--- config.mk ---
export PLATFORM = sky130hd
export DESIGN_NAME = boundary_traction_evaluator
export DESIGN_NICKNAME = d
export VERILOG_FILES = /design/src/bte_pkg.sv /design/src/bte_mac.sv /design/src/boundary_traction_evaluator.sv
export SDC_FILE = /design/constraint.sdc
export NUM_CORES = 2
export LEC_CHECK = 0
export BUFFER_PORTS_ARGS = -buffer_cell sky130_fd_sc_hd__buf_2
export CORE_UTILIZATION = 45
export CTS_BUF_LIST = sky130_fd_sc_hd__clkbuf_4 sky130_fd_sc_hd__clkbuf_8 sky130_fd_sc_hd__clkbuf_16
export DETAILED_ROUTE_END_ITERATION = 8
export PLACE_DENSITY_LB_ADDON = 0.15
export SYNTH_ARGS = -nofsm -noshare
export SYNTH_HDL_FRONTEND = slang
export SYNTH_SLANG_ARGS = --single-unit
--- constraint.sdc ---
create_clock -name clk -period 17.2 [get_ports clk]
set_input_delay 3.44 -clock clk [delete_from_list [all_inputs] [get_ports clk]]
set_output_delay 3.44 -clock clk [all_outputs]
set_load 0.01 [all_outputs]
--- src/bte_pkg.sv ---
package bte_pkg;

    localparam int unsigned WORD_W = 32;

    typedef struct packed {
        logic [1:0]         command;
        logic signed [31:0] amp_tangent1;
        logic signed [31:0] amp_tangent2;
        logic signed [31:0] amp_normal;
        logic signed [31:0] normal_x;
        logic signed [31:0] normal_y;
        logic signed [31:0] normal_z;
        logic signed [31:0] time_now;
        logic signed [31:0] start_time;
        logic signed [31:0] history_value;
        logic               last_term;
    } bte_in_t;

    typedef struct packed {
        logic signed [31:0] force_x;
        logic signed [31:0] force_y;
        logic signed [31:0] force_z;
        logic               saturated;
    } bte_out_t;

    typedef enum logic [1:0] {
        CMD_INITIAL = 2'd0,
        CMD_RATE    = 2'd1,
        CMD_HISTORY = 2'd2,
        CMD_NONE    = 2'd3
    } bte_cmd_t;

    typedef enum logic [2:0] {
        REG_DIM    = 3'd0,
        REG_REF1_X = 3'd1,
        REG_REF1_Y = 3'd2,
        REG_REF1_Z = 3'd3,
        REG_REF2_X = 3'd4,
        REG_REF2_Y = 3'd5,
        REG_REF2_Z = 3'd6
    } bte_reg_t;

    typedef enum logic [1:0] {
        ST_IDLE,
        ST_RUN,
        ST_OUT
    } bte_state_t;

    // one micro-op of the shared multiply-accumulate unit
    typedef struct packed {
        logic       start;   // clear accumulator before adding
        logic       negate;  // subtract the product
        logic       raw;     // add the shifted product without saturating it
    } bte_mac_ctl_t;

endpackage

--- src/bte_mac.sv ---
// Shared multiplier: floor-shifted product, saturated unless raw, added into a wide accumulator.
module bte_mac #(
    parameter int unsigned FRACTION_BITS = 16
) (
    input  logic                clk,
    input  logic                rst_n,
    input  logic                en,
    input  bte_pkg::bte_mac_ctl_t ctl,
    input  logic signed [31:0]  a,
    input  logic signed [31:0]  b,
    output logic signed [63:0]  acc,
    output logic                psat
);
    import bte_pkg::*;

    localparam logic signed [63:0] MAXV = 64'sd2147483647;
    localparam logic signed [63:0] MINV = -64'sd2147483648;

    logic signed [63:0] prod;
    logic signed [63:0] shifted;
    logic signed [31:0] prod_sat;
    logic signed [63:0] addend;
    logic signed [63:0] base;
    logic signed [63:0] acc_reg;
    logic signed [63:0] acc_next;

    always_comb
    begin
        prod    = 64'(a) * 64'(b);
        shifted = prod >>> FRACTION_BITS;
        psat    = 1'b0;
        if (shifted > MAXV)
        begin
            prod_sat = 32'sh7fffffff;
            psat     = 1'b1;
        end
        else if (shifted < MINV)
        begin
            prod_sat = 32'sh80000000;
            psat     = 1'b1;
        end
        else
        begin
            prod_sat = shifted[31:0];
        end
        addend = ctl.raw ? shifted : 64'(prod_sat);
        base   = ctl.start ? 64'sd0 : acc_reg;
        if (ctl.negate)
            acc_next = base - addend;
        else
            acc_next = base + addend;
    end

    always_ff @(posedge clk or negedge rst_n)
    begin
        if (!rst_n)
            acc_reg <= '0;
        else if (en)
            acc_reg <= acc_next;
    end

    assign acc = acc_reg;
endmodule

--- src/boundary_traction_evaluator.sv ---
// channel | valid    | stall    | payload
// --------+----------+----------+---------------------
// in      | in_valid | in_stall | in_data  (bte_in_t)
// out     | out_valid| out_stall| out_data (bte_out_t)
// cfg     | cfg_we   | -        | cfg_index, cfg_data
// One term in 3-D takes 27 multiplies on the shared multiplier, a final step to fold in
// the last product, result write and idle; in 2-D it takes 6 multiplies; command 3 skips them.
// The shared multiplier sets the pace.
// Reset clears the sums, flag and registers to their reset values.
// A held result stalls the input until it is taken.
module boundary_traction_evaluator #(
    parameter int unsigned FRACTION_BITS = 16
) (
    input  logic               clk,
    input  logic               rst_n,
    input  logic               in_valid,
    output logic               in_stall,
    input  bte_pkg::bte_in_t   in_data,
    output logic               out_valid,
    input  logic               out_stall,
    output bte_pkg::bte_out_t  out_data,
    input  logic               cfg_we,
    input  logic [2:0]         cfg_index,
    input  logic [31:0]        cfg_data
);
    import bte_pkg::*;

    localparam logic signed [63:0] THR = (64'sd98 <<< FRACTION_BITS) / 64'sd100;
    localparam logic signed [35:0] MAX36 = 36'sd2147483647;
    localparam logic signed [35:0] MIN36 = -36'sd2147483648;

    logic               dim_reg;
    logic signed [31:0] ref_reg [6];
    bte_in_t            item_reg;
    logic               d3_reg;
    bte_state_t         state_reg, state_next;
    logic [4:0]         step_reg, step_next;
    logic signed [31:0] sum_reg [3];
    logic               sat_reg;
    logic signed [31:0] rx_reg, ry_reg, rz_reg;
    logic signed [31:0] t1_reg [3];
    logic signed [31:0] t2_reg [3];
    logic signed [31:0] c_reg  [3];
    logic signed [31:0] trel_reg;
    logic               skip_reg;
    bte_out_t           out_reg;
    logic               out_valid_reg;
    logic               psat_d_reg;

    bte_mac_ctl_t       ctl;
    logic signed [31:0] ma, mb;
    logic signed [63:0] acc_w;
    logic signed [35:0] acc;
    logic               psat, mac_en;
    logic               last_step;
    logic               use_ref2;

    bte_mac #(.FRACTION_BITS(FRACTION_BITS)) u_mac (
        .clk(clk), .rst_n(rst_n), .en(mac_en), .ctl(ctl),
        .a(ma), .b(mb), .acc(acc_w), .psat(psat)
    );

    // outside the dot product every accumulated value fits 36 bits
    assign acc = acc_w[35:0];
    // the exact dot product is in the accumulator during step 3
    assign use_ref2 = (acc_w > THR) || (acc_w < -THR);

    function automatic logic signed [31:0] sat36(input logic signed [35:0] v);
        if (v > MAX36)
            return 32'sh7fffffff;
        else if (v < MIN36)
            return 32'sh80000000;
        return v[31:0];
    endfunction

    function automatic logic ovf36(input logic signed [35:0] v);
        return (v > MAX36) || (v < MIN36);
    endfunction

    // Step schedule, 3-D: 0-2 dot, 3-8 t1, 9-14 t2, 15-23 c, 24-26 scale.
    // 2-D: 0-1 cx, 2-3 cy, 4-5 scale. One more step folds in the last product.
    logic signed [31:0] tx2d;
    logic               tx2d_sat;
    always_comb
    begin
        tx2d_sat = (item_reg.normal_y == 32'sh80000000);
        tx2d     = tx2d_sat ? 32'sh7fffffff : -item_reg.normal_y;
    end

    logic signed [31:0] scale;
    assign scale = (bte_cmd_t'(item_reg.command) == CMD_RATE) ? trel_reg : item_reg.history_value;

    always_comb
    begin
        ctl       = '0;
        ma        = '0;
        mb        = '0;
        last_step = 1'b0;
        if (d3_reg)
        begin
            unique case (step_reg)
                5'd0:  begin ma = ref_reg[0]; mb = item_reg.normal_x; ctl.start = 1'b1; ctl.raw = 1'b1; end
                5'd1:  begin ma = ref_reg[1]; mb = item_reg.normal_y; ctl.raw = 1'b1; end
                5'd2:  begin ma = ref_reg[2]; mb = item_reg.normal_z; ctl.raw = 1'b1; end
                5'd3:  begin ma = use_ref2 ? ref_reg[4] : ref_reg[1]; mb = item_reg.normal_z; ctl.start = 1'b1; end
                5'd4:  begin ma = rz_reg; mb = item_reg.normal_y; ctl.negate = 1'b1; end
                5'd5:  begin ma = rz_reg; mb = item_reg.normal_x; ctl.start = 1'b1; end
                5'd6:  begin ma = rx_reg; mb = item_reg.normal_z; ctl.negate = 1'b1; end
                5'd7:  begin ma = rx_reg; mb = item_reg.normal_y; ctl.start = 1'b1; end
                5'd8:  begin ma = ry_reg; mb = item_reg.normal_x; ctl.negate = 1'b1; end
                5'd9:  begin ma = item_reg.normal_y; mb = sat36(acc); ctl.start = 1'b1; end
                5'd10: begin ma = item_reg.normal_z; mb = t1_reg[1]; ctl.negate = 1'b1; end
                5'd11: begin ma = item_reg.normal_z; mb = t1_reg[0]; ctl.start = 1'b1; end
                5'd12: begin ma = item_reg.normal_x; mb = t1_reg[2]; ctl.negate = 1'b1; end
                5'd13: begin ma = item_reg.normal_x; mb = t1_reg[1]; ctl.start = 1'b1; end
                5'd14: begin ma = item_reg.normal_y; mb = t1_reg[0]; ctl.negate = 1'b1; end
                5'd15: begin ma = item_reg.amp_tangent1; mb = t1_reg[0]; ctl.start = 1'b1; end
                5'd16: begin ma = item_reg.amp_tangent2; mb = t2_reg[0]; end
                5'd17: begin ma = item_reg.amp_normal; mb = item_reg.normal_x; end
                5'd18: begin ma = item_reg.amp_tangent1; mb = t1_reg[1]; ctl.start = 1'b1; end
                5'd19: begin ma = item_reg.amp_tangent2; mb = t2_reg[1]; end
                5'd20: begin ma = item_reg.amp_normal; mb = item_reg.normal_y; end
                5'd21: begin ma = item_reg.amp_tangent1; mb = t1_reg[2]; ctl.start = 1'b1; end
                5'd22: begin ma = item_reg.amp_tangent2; mb = t2_reg[2]; end
                5'd23: begin ma = item_reg.amp_normal; mb = item_reg.normal_z; end
                5'd24: begin ma = scale; mb = c_reg[0]; ctl.start = 1'b1; end
                5'd25: begin ma = scale; mb = c_reg[1]; ctl.start = 1'b1; end
                5'd26: begin ma = scale; mb = c_reg[2]; ctl.start = 1'b1; end
                default: last_step = 1'b1;
            endcase
        end
        else
        begin
            unique case (step_reg)
                5'd0: begin ma = item_reg.amp_tangent1; mb = tx2d; ctl.start = 1'b1; end
                5'd1: begin ma = item_reg.amp_normal; mb = item_reg.normal_x; end
                5'd2: begin ma = item_reg.amp_tangent1; mb = item_reg.normal_x; ctl.start = 1'b1; end
                5'd3: begin ma = item_reg.amp_normal; mb = item_reg.normal_y; end
                5'd4: begin ma = scale; mb = c_reg[0]; ctl.start = 1'b1; end
                5'd5: begin ma = scale; mb = c_reg[1]; ctl.start = 1'b1; end
                default: last_step = 1'b1;
            endcase
        end
    end

    // accumulator value is ready in the cycle after the step that finishes it
    logic [4:0] done_step;
    logic       run_d_reg;
    logic [4:0] prev_reg;
    assign done_step = prev_reg;
    assign mac_en    = (state_reg == ST_RUN);

    always_comb
    begin
        state_next = state_reg;
        step_next  = step_reg;
        unique case (state_reg)
            ST_IDLE:
                if (in_valid && !in_stall)
                begin
                    state_next = ST_RUN;
                    step_next  = '0;
                end
            ST_RUN:
                if (skip_reg || last_step)
                    state_next = ST_OUT;
                else
                    step_next = step_reg + 5'd1;
            ST_OUT:
                state_next = ST_IDLE;
            default:
                state_next = ST_IDLE;
        endcase
    end

    assign in_stall  = (state_reg != ST_IDLE) || (out_valid_reg && out_stall);
    assign out_valid = out_valid_reg;
    assign out_data  = out_reg;

    logic signed [32:0] trel_full;
    logic               trel_ovf;
    assign trel_full = 33'(item_reg.time_now) - 33'(item_reg.start_time);
    assign trel_ovf  = (trel_full > 33'sd2147483647) || (trel_full < -33'sd2147483648);

    // scaling products only count when the term is actually scaled
    logic scale_step;
    logic scale_used;
    always_comb
    begin
        scale_step = d3_reg ? (step_reg >= 5'd24) : (step_reg >= 5'd4);
        scale_used = (bte_cmd_t'(item_reg.command) != CMD_INITIAL) &&
                     !((bte_cmd_t'(item_reg.command) == CMD_RATE) && (trel_reg <= 32'sd0));
    end

    // index of the current result within the scaled add (3-way in 3-D, 2-way in 2-D)
    logic [1:0] add_idx;
    logic       is_add;
    always_comb
    begin
        is_add  = 1'b0;
        add_idx = '0;
        if (d3_reg && done_step >= 5'd24 && done_step <= 5'd26)
        begin
            is_add  = 1'b1;
            add_idx = 2'(done_step - 5'd24);
        end
        else if (!d3_reg && (done_step == 5'd4 || done_step == 5'd5))
        begin
            is_add  = 1'b1;
            add_idx = 2'(done_step - 5'd4);
        end
    end

    logic signed [31:0] addend;
    logic               addend_sat;
    logic signed [32:0] sum_wide;
    logic               use_add;
    always_comb
    begin
        addend     = (bte_cmd_t'(item_reg.command) == CMD_INITIAL) ? c_reg[add_idx] : sat36(acc);
        addend_sat = (bte_cmd_t'(item_reg.command) == CMD_INITIAL) ? 1'b0 : ovf36(acc);
        sum_wide   = 33'(sum_reg[add_idx]) + 33'(addend);
        use_add    = is_add && run_d_reg &&
                     !((bte_cmd_t'(item_reg.command) == CMD_RATE) && (trel_reg <= 32'sd0));
    end

    always_ff @(posedge clk or negedge rst_n)
    begin
        if (!rst_n)
        begin
            state_reg     <= ST_IDLE;
            step_reg      <= '0;
            prev_reg      <= '0;
            run_d_reg     <= 1'b0;
            dim_reg       <= 1'b1;
            ref_reg[0]    <= 32'sd0;
            ref_reg[1]    <= 32'sd0;
            ref_reg[2]    <= 32'sd65536;
            ref_reg[3]    <= 32'sd0;
            ref_reg[4]    <= 32'sd65536;
            ref_reg[5]    <= 32'sd0;
            sum_reg[0]    <= '0;
            sum_reg[1]    <= '0;
            sum_reg[2]    <= '0;
            sat_reg       <= 1'b0;
            out_valid_reg <= 1'b0;
            skip_reg      <= 1'b0;
            d3_reg        <= 1'b0;
        end
        else
        begin
            state_reg <= state_next;
            step_reg  <= step_next;
            prev_reg  <= step_reg;
            run_d_reg <= mac_en && !skip_reg;
            if (cfg_we)
            begin
                unique case (cfg_index)
                    REG_DIM:    dim_reg    <= cfg_data[0];
                    REG_REF1_X: ref_reg[0] <= cfg_data;
                    REG_REF1_Y: ref_reg[1] <= cfg_data;
                    REG_REF1_Z: ref_reg[2] <= cfg_data;
                    REG_REF2_X: ref_reg[3] <= cfg_data;
                    REG_REF2_Y: ref_reg[4] <= cfg_data;
                    REG_REF2_Z: ref_reg[5] <= cfg_data;
                    default: ;
                endcase
            end
            if (out_valid_reg && !out_stall)
                out_valid_reg <= 1'b0;
            if (state_reg == ST_IDLE && in_valid && !in_stall)
            begin
                d3_reg   <= dim_reg;
                skip_reg <= (bte_cmd_t'(in_data.command) == CMD_NONE);
            end
            if (state_reg == ST_RUN && step_reg == 5'd0 &&
                bte_cmd_t'(item_reg.command) == CMD_RATE && trel_ovf)
                sat_reg <= 1'b1;
            if (run_d_reg && !d3_reg && done_step == 5'd0 && tx2d_sat)
                sat_reg <= 1'b1;
            if (run_d_reg && psat_d_reg)
                sat_reg <= 1'b1;
            if (run_d_reg && sat_stage(done_step))
                sat_reg <= 1'b1;
            if (use_add)
            begin
                sum_reg[add_idx] <= sat36(36'(sum_wide));
                if (addend_sat || ovf36(36'(sum_wide)))
                    sat_reg <= 1'b1;
            end
            if (state_reg == ST_OUT && item_reg.last_term)
            begin
                out_valid_reg <= 1'b1;
                sum_reg[0]    <= '0;
                sum_reg[1]    <= '0;
                sum_reg[2]    <= '0;
                sat_reg       <= 1'b0;
            end
        end
    end

    // product saturation counts except in the dot product and unused scaling
    always_ff @(posedge clk or negedge rst_n)
    begin
        if (!rst_n)
            psat_d_reg <= 1'b0;
        else
            psat_d_reg <= psat && mac_en && !skip_reg && !(d3_reg && step_reg <= 5'd2) &&
                          !(scale_step && !scale_used);
    end

    // stages whose accumulated sum is saturated into a 32-bit value
    function automatic logic sat_stage(input logic [4:0] s);
        if (d3_reg)
            return ((s == 5'd4) || (s == 5'd6) || (s == 5'd8) || (s == 5'd10) ||
                    (s == 5'd12) || (s == 5'd14) || (s == 5'd17) || (s == 5'd20) ||
                    (s == 5'd23)) && ovf36(acc);
        return ((s == 5'd1) || (s == 5'd3)) && ovf36(acc);
    endfunction

    always_ff @(posedge clk)
    begin
        if (state_reg == ST_IDLE && in_valid && !in_stall)
            item_reg <= in_data;
        if (state_reg == ST_RUN && step_reg == 5'd0)
            trel_reg <= (trel_full > 33'sd2147483647) ? 32'sh7fffffff :
                        (trel_full < -33'sd2147483648) ? 32'sh80000000 : trel_full[31:0];
        if (run_d_reg)
        begin
            if (d3_reg)
            begin
                unique case (done_step)
                    5'd2:
                        if (use_ref2)
                        begin
                            rx_reg <= ref_reg[3]; ry_reg <= ref_reg[4]; rz_reg <= ref_reg[5];
                        end
                        else
                        begin
                            rx_reg <= ref_reg[0]; ry_reg <= ref_reg[1]; rz_reg <= ref_reg[2];
                        end
                    5'd4:  t1_reg[0] <= sat36(acc);
                    5'd6:  t1_reg[1] <= sat36(acc);
                    5'd8:  t1_reg[2] <= sat36(acc);
                    5'd10: t2_reg[0] <= sat36(acc);
                    5'd12: t2_reg[1] <= sat36(acc);
                    5'd14: t2_reg[2] <= sat36(acc);
                    5'd17: c_reg[0]  <= sat36(acc);
                    5'd20: c_reg[1]  <= sat36(acc);
                    5'd23: c_reg[2]  <= sat36(acc);
                    default: ;
                endcase
            end
            else
            begin
                if (done_step == 5'd1)
                    c_reg[0] <= sat36(acc);
                if (done_step == 5'd3)
                    c_reg[1] <= sat36(acc);
            end
        end
        if (state_reg == ST_OUT && item_reg.last_term && !(out_valid_reg && out_stall))
        begin
            out_reg.force_x   <= sum_reg[0];
            out_reg.force_y   <= sum_reg[1];
            out_reg.force_z   <= d3_reg ? sum_reg[2] : 32'sd0;
            out_reg.saturated <= sat_reg;
        end
    end
endmodule
# Word level (Yosys, flattened, before mapping)
# Memory sizes are Yosys's and may differ from the RTL's.
# Index checks and enable logic that the tools add are counted.
dict set report totals {
  regBits 887
  ramBits 288
  inputBits 331
  output_inout_bits 99
  mem_count 3
}
dict set report op_classes {
  add_sub_neg 8
  n_mul 1
  order_cmp 18
  n_eq_ne 53
  muxes 217
  bitwise 3
  n_reduce_logical 108
}
# name depth width rd rd_ports_with_merged_regs write_ports line_no
set mem_list {}
lappend mem_list {c_reg 3 32 4 0 1 boundary_traction_evaluator.sv:43} ;# logic signed [31:0] c_reg [3];
lappend mem_list {t1_reg 3 32 3 0 1 boundary_traction_evaluator.sv:41} ;# logic signed [31:0] t1_reg [3];
lappend mem_list {t2_reg 3 32 3 0 1 boundary_traction_evaluator.sv:42} ;# logic signed [31:0] t2_reg [3];
# operator n
set ops {}
lappend ops {{$mux 32} 74}
lappend ops {{$pmux 32 s14} 1}
lappend ops {{$pmux 32 s13} 1}
lappend ops {{$mux 64} 3}
lappend ops {{$mux 96} 2}
lappend ops {{$reduce_or 32->1} 6}
lappend ops {{$pmux 32 s5} 1}
lappend ops {{$mux 1} 116}
lappend ops {{$bwmux 96} 1}
lappend ops {{$pmux 32 s3} 1}
lappend ops {{$eq 5x5->1 const B} 14}
lappend ops {{$gt 33x32->1 const B} 2}
lappend ops {{$lt 33x32->1 const B} 2}
lappend ops {{$add 64x64->64} 1}
lappend ops {{$bmux 32 s2} 1}
lappend ops {{$demux 32 s2} 1}
lappend ops {{$gt 64x17->1 const B} 1}
lappend ops {{$lt 64x17->1 const B} 1}
lappend ops {{$mul 32x32->64} 1}
lappend ops {{$sub 64x64->64} 1}
lappend ops {{$eq 5x4->1 const B} 12}
lappend ops {{$gt 48x32->1 const B} 1}
lappend ops {{$lt 48x32->1 const B} 1}
lappend ops {{$gt 36x32->1 const B} 1}
lappend ops {{45 further kinds} 162}

# Longest topological paths before layout
dict set report logic_depth {
  word_depth 19
  mapped_depth 76
  mapped_depth_nobuf 69
}

# By module
# A second synthesis with hierarchy kept.
dict set report hier_totals {
  cells_unflattened 9037
  hier_area_um2 95843.2
}
# module instances cells_per_inst area_per_inst_um2 seq_area_each_um2
set by_module_without_submodules {}
lappend by_module_without_submodules {boundary_traction_evaluator 1 3960 50713.6 31829.3}
lappend by_module_without_submodules {bte_mac 1 5077 45129.5 1601.5}

# Worst setup path after synthesis
# Ideal clock, no wire load.
dict set report synth_path {
  kind {register to register}
  start {reg step_reg[3]}
  end {reg u_mac.acc_reg[63], in the netlist u_mac.acc[63]}
  setup_ps 138
  arrival_time_ps 16276
  path_slack_ps 786
  path_stages_with_launch 69
  n_path_buf 10
  period_less_slack_ps 16414
  path_cell_list {dfrtp_1 buf_6 buf_4 buf_4 buf_2 buf_1 and3_1 ha_1 a21o_1 clkbuf_1 clkbuf_1 a22oi_1 nand3_1 a21oi_1 a21oi_1 a21oi_1 inv_1 nand2_1 [... 33 more ...] nor2b_1 o21ai_0 a21boi_0 o41ai_1 a2111oi_0 o2111ai_1 nand2_1 a211o_1 nand3_1 a31oi_1 o21ai_0 a21oi_1 o41a_1 a41oi_1 mux2_2 a311o_1 a21oi_1 o221ai_1}
}
dict set report synth_via {
  elab_chain_cells 11
  elab_cells_between_ends 71
  cone_classes {add/sub (2); mul (1); order compare (2); eq/ne (26); mux (17); reduce/logical (23)}
}
# element line_no
set synth_rtl {}
lappend synth_rtl {{from (decl)} boundary_traction_evaluator.sv:37} ;# logic [4:0] step_reg, step_next;
lappend synth_rtl {{from (signal assigned)} boundary_traction_evaluator.sv:253} ;# step_reg <= step_next;
lappend synth_rtl {{$eq 5x2->1 (tied with other cells)} {boundary_traction_evaluator.sv:101, boundary_traction_evaluator.sv:134}}
lappend synth_rtl {{$reduce_or 4->1 (no line) (tied with other cells)} -}
lappend synth_rtl {{$pmux 32 s13 (tied with other cells)} boundary_traction_evaluator.sv:101} ;# unique case (step_reg)
lappend synth_rtl {{$mux 32} boundary_traction_evaluator.sv:99} ;# if (d3_reg)
lappend synth_rtl {{$mul 32x32->64} bte_mac.sv:29} ;# prod = 64'(a) * 64'(b);
lappend synth_rtl {{$lt 48x32->1} bte_mac.sv:37} ;# else if (shifted < MINV)
lappend synth_rtl {{$mux 32} bte_mac.sv:37}
lappend synth_rtl {{$mux 32} bte_mac.sv:32} ;# if (shifted > MAXV)
lappend synth_rtl {{$mux 64} bte_mac.sv:46} ;# addend = ctl.raw ? shifted : 64'(prod_sat);
lappend synth_rtl {{$add 64x64->64 / $sub 64x64->64 (equally long branches)} {bte_mac.sv:51, bte_mac.sv:49}}
lappend synth_rtl {{$mux 64 *} bte_mac.sv:48} ;# if (ctl.negate)
lappend synth_rtl {{to (signal assigned)} bte_mac.sv:59} ;# acc_reg <= acc_next;
lappend synth_rtl {{to (decl)} bte_mac.sv:24} ;# logic signed [63:0] acc_reg;
# Every way passes the cells marked *; elsewhere a longest branch is shown, timed or not.
# A chain may end at the register's enable or synchronous reset.

# Worst setup path in the final report
dict set report layout_path {
  start {reg item_reg[289] (netlist name)}
  end {reg u_mac.acc_reg[54], in the netlist u_mac.acc[54]}
}
dict set report layout_via {
  elab_chain_cells 11
  elab_cells_between_ends 14
  cone_classes {add/sub (2); mul (1); order compare (2); eq/ne (1); mux (8)}
}
# element line_no
set layout_rtl {}
lappend layout_rtl {{from (decl)} boundary_traction_evaluator.sv:34} ;# bte_in_t item_reg;
lappend layout_rtl {{from (signal assigned)} boundary_traction_evaluator.sv:324} ;# item_reg <= in_data;
lappend layout_rtl {{$eq 2x1->1 *} boundary_traction_evaluator.sv:91} ;# assign scale = (bte_cmd_t'(item_reg.command) == CMD_RATE) ? trel_reg : item_reg.history_value;
lappend layout_rtl {{$mux 32 *} boundary_traction_evaluator.sv:91}
lappend layout_rtl {{$pmux 32 s14 / $pmux 32 s3 (equally long branches)} {boundary_traction_evaluator.sv:101, boundary_traction_evaluator.sv:134}}
lappend layout_rtl {{$mux 32 *} boundary_traction_evaluator.sv:99}
lappend layout_rtl {{$mul 32x32->64 *} bte_mac.sv:29}
lappend layout_rtl {{$lt 48x32->1} bte_mac.sv:37}
lappend layout_rtl {{$mux 32} bte_mac.sv:37}
lappend layout_rtl {{$mux 32} bte_mac.sv:32}
lappend layout_rtl {{$mux 64 *} bte_mac.sv:46}
lappend layout_rtl {{$add 64x64->64 / $sub 64x64->64 (equally long branches)} {bte_mac.sv:51, bte_mac.sv:49}}
lappend layout_rtl {{$mux 64 *} bte_mac.sv:48}
# Marked as above.

==> results.sh <==
export IMPL_drt_iter0_drc=10265
export IMPL_synth_area_top_cells="edfxtp_1 (25%), fa_1 (23%), dfrtp_1 (9.7%)"
export IMPL_violations="design-rule violations"
export IMPL_synth_top_area_frac=0.254
export IMPL_startpoint_type="flip-flop"
export IMPL_core_um2=210000
export IMPL_drv_cap=0
export IMPL_reg2regPathDepth=69
export IMPL_numCtsBuffers=116
export IMPL_worst_setup_path_type="flip-flop to flip-flop"
export IMPL_io_pins=430
export IMPL_met3_usage=0.103
export IMPL_yosysTopAreaCell="edfxtp_1"
export IMPL_hold_viol=0
export IMPL_crit_family="adder cells"
export IMPL_clock_root_buffer="clkbuf_16"
export IMPL_drv_slew=0
export IMPL_slew_headroom=0.0950
export IMPL_grt_max_degree=111
export IMPL_hp_class="flip-flop to flip-flop"
export IMPL_synth_seq_area_share=0.352
export IMPL_syn_area_um2=95000
export IMPL_via_per_inst=5.95
export IMPL_postSynthCellCount=9415
export IMPL_synth_flop_cell="edfxtp_1"
export IMPL_whs_path_depth=0
export IMPL_async_reset_ff_frac=0.316
export IMPL_largest_register_ffs=291
export IMPL_h_tree_depth=3
export IMPL_die_area_um2=213000
export IMPL_drc=20
export IMPL_yosys_warnings=0
export IMPL_grt_pass1_wl_mm=538
export IMPL_period_share=0.962
export IMPL_antenna_left=0
export IMPL_synth_common_cells="nand2_1 (1,286), inv_1 (1,187), fa_1 (1,085), nor2_1 (876), edfxtp_1 (804)"
export IMPL_dr_total_vias=78169
export IMPL_clk_path_buf_depth=3
export IMPL_clock_sinks=1175
export IMPL_critical_path_slowest_cell="edfxtp_1"
export IMPL_grt_usage=0.351
export IMPL_tightest_slew_ns=1.32
export IMPL_cp_data_arrival_time_ns=17.18
export IMPL_globalplace_congestion=1.01
export IMPL_crit_fanout=19
export IMPL_yosysMostFrequentCell="nand2_1"
export IMPL_totalWireLength_mm=375
export IMPL_crit_buf_inv=15
export IMPL_syn_num_nets=11144
export IMPL_max_freq_mhz=60.4
export IMPL_wire_per_inst_um=28.5
export IMPL_post_dp_cell_area_um2=106000
export IMPL_synth_area_per_cell_um2=10.1
export IMPL_drive_above_1_share=0.175
export IMPL_fin_nets=11941
export IMPL_final_area_um2=110000
export IMPL_cts_clk_slew_worst_paths_ns=0.07
export IMPL_crit_path_end_kind="flip-flop"
export IMPL_final_fill_count=18759
export IMPL_area_growth_pct=16.0
export IMPL_setup_viol_count_final=0
export IMPL_clk_latency_ns=0.80
export IMPL_grt_overflow_total=0
export IMPL_portBuffers=429
export IMPL_status="finished, violations left"
export IMPL_ys_seq_elements=1175
export IMPL_antenna_found_initial=36
export IMPL_skew_ns=0.0836
export IMPL_start_util=0.453
export IMPL_cts_tree="done"
export IMPL_rows=168
export IMPL_top_usage_layer="met2"
export IMPL_die_x_um=461
export IMPL_worst_path_stages=69
export IMPL_use_met1=0.480
export IMPL_slowest_delay_ns=0.60
export IMPL_dp_hpwl_mm=292
export IMPL_grt_pass1_vias=76984
export IMPL_die_height_um=461
export IMPL_finish_utilization=0.526
export IMPL_finalCriticalPeriod_ns=16.55
export IMPL_ys_types=110
export IMPL_drt_pass1_iterations=9
export IMPL_synth_edf_count=804
export IMPL_worstPathRequired_ns=17.83
export IMPL_hold_buffers=0
export IMPL_cpMostUsedCell="buf_4"
export IMPL_met2_usage=0.512
-- cell families (layout without fill, tap and decap cells) --
group | after synthesis | count (layout) | share of synthesized area
simple gates | 2937 | 2937 | 0.136
compound gates | 1737 | 1737 | 0.125
buf+inv | 1702 | 2602 | 0.0680
fa+ha+maj | 1404 | 1404 | 0.271
flops | 1175 | 1175 | 0.352
mux | 249 | 249 | 0.0289
xor+xnor | 211 | 211 | 0.0195
other cells | 0 | 14 | 0
-- cell usage in the layout (no fill, tap or decap), types with 95 or more instances in the layout --
cell,synthesis,routed
nor2b_1,104,104
nand2_1,1286,1282
a21oi_1,334,316
edfxtp_1,804,804
a22oi_1,176,172
o21ai_0,355,349
buf_2,11,428
dfrtp_1,368,363
a21o_1,118,118
nor2_1,876,859
ha_1,313,308
buf_4,2,670
nand3_1,172,172
xnor2_1,127,127
fa_1,1085,1083
a211oi_1,135,131
a222oi_1,95,95
inv_1,1187,1185
mux2_2,200,200
clkbuf_16,0,116
-- through the flow --
step	setup TNS, ns	setup WS [ns]	cells	hold WS, ns
finish	0	0.650	13134	0.441
global route	-0.0203	-0.0203	13122	0.442
CTS	0	0.0370	13107	0.410
detailed placement	-0.286	-0.145	12886	0.463
global placement	-0.0513	-0.0513	12886	0.458
floorplan	0	0.786	9415	0.374
-- worst paths after layout --
kind | startpoint | endpoint | slack, ns
setup / recovery | item_reg[289]$_DFFE_PP_ | u_mac.acc[54]$_DFFE_PN0P_ | 0.65
hold / removal | sat_reg$_DFF_PN0_ | out_data[0]$_DFFE_PP_ | 0.44
setup reg to reg | item_reg[289]$_DFFE_PP_ | u_mac.acc[54]$_DFFE_PN0P_ | 0.65
hold reg to reg | sat_reg$_DFF_PN0_ | out_data[0]$_DFFE_PP_ | 0.44
max in group asynchronous | rst_n | u_mac.acc[32]$_DFFE_PN0P_ | 11.56
min in group asynchronous | rst_n | ref_reg[57]$_DFFE_PN0P_ | 2.63
-- worst register-to-register path: cells and delay by family, from the launching register on --
| kind | cells | cell delay [ns] |
|---|---|---|
| AO/OA/AOI/OAI | 24 | 4.58 |
| XOR/XNOR | 1 | 0.11 |
| adder cells (fa/ha/maj) | 11 | 4.94 |
| buffers and inverters | 15 | 2.41 |
| flip-flops | 1 | 0.60 |
| multiplexers | 2 | 0.70 |
| AND/OR/NAND/NOR | 16 | 3.03 |
-- timing repair --
action / CTS / global route
setup buffers: 0 / 13
setup endpoints to repair: 4 / 17
pin swaps: 0 / 7
cloned: 0 / 0
resized for setup: 4 / 60
-- metal layers --
| layer | up-vias | wire (µm) |
|---|---|---|
| met5 | - | 292 |
| met4 | 42 | 20500 |
| met3 | 787 | 44600 |
| met2 | 4590 | 159000 |
| met1 | 39325 | 151000 |
| li1 | 33425 | - |
-- area by class of cell --
| class | instances | area, µm² | share of cell area |
|---|---|---|---|
| inverters | 1191 | 4490 | 0.0407 |
| diodes | 14 | 35.0 | 0.000318 |
| multi-input cells | 6538 | 55800 | 0.507 |
| flip-flops and latches | 1175 | 33400 | 0.303 |
| clock inverters | 70 | 698 | 0.00634 |
| well taps | 2805 | 3510 | 0.0319 |
| clock buffers | 151 | 3220 | 0.0292 |
| repair buffers | 1190 | 8960 | 0.0814 |
Power is not shown: default switching activity piles up to over one toggle a cycle in this logic, so the estimate is an artifact.
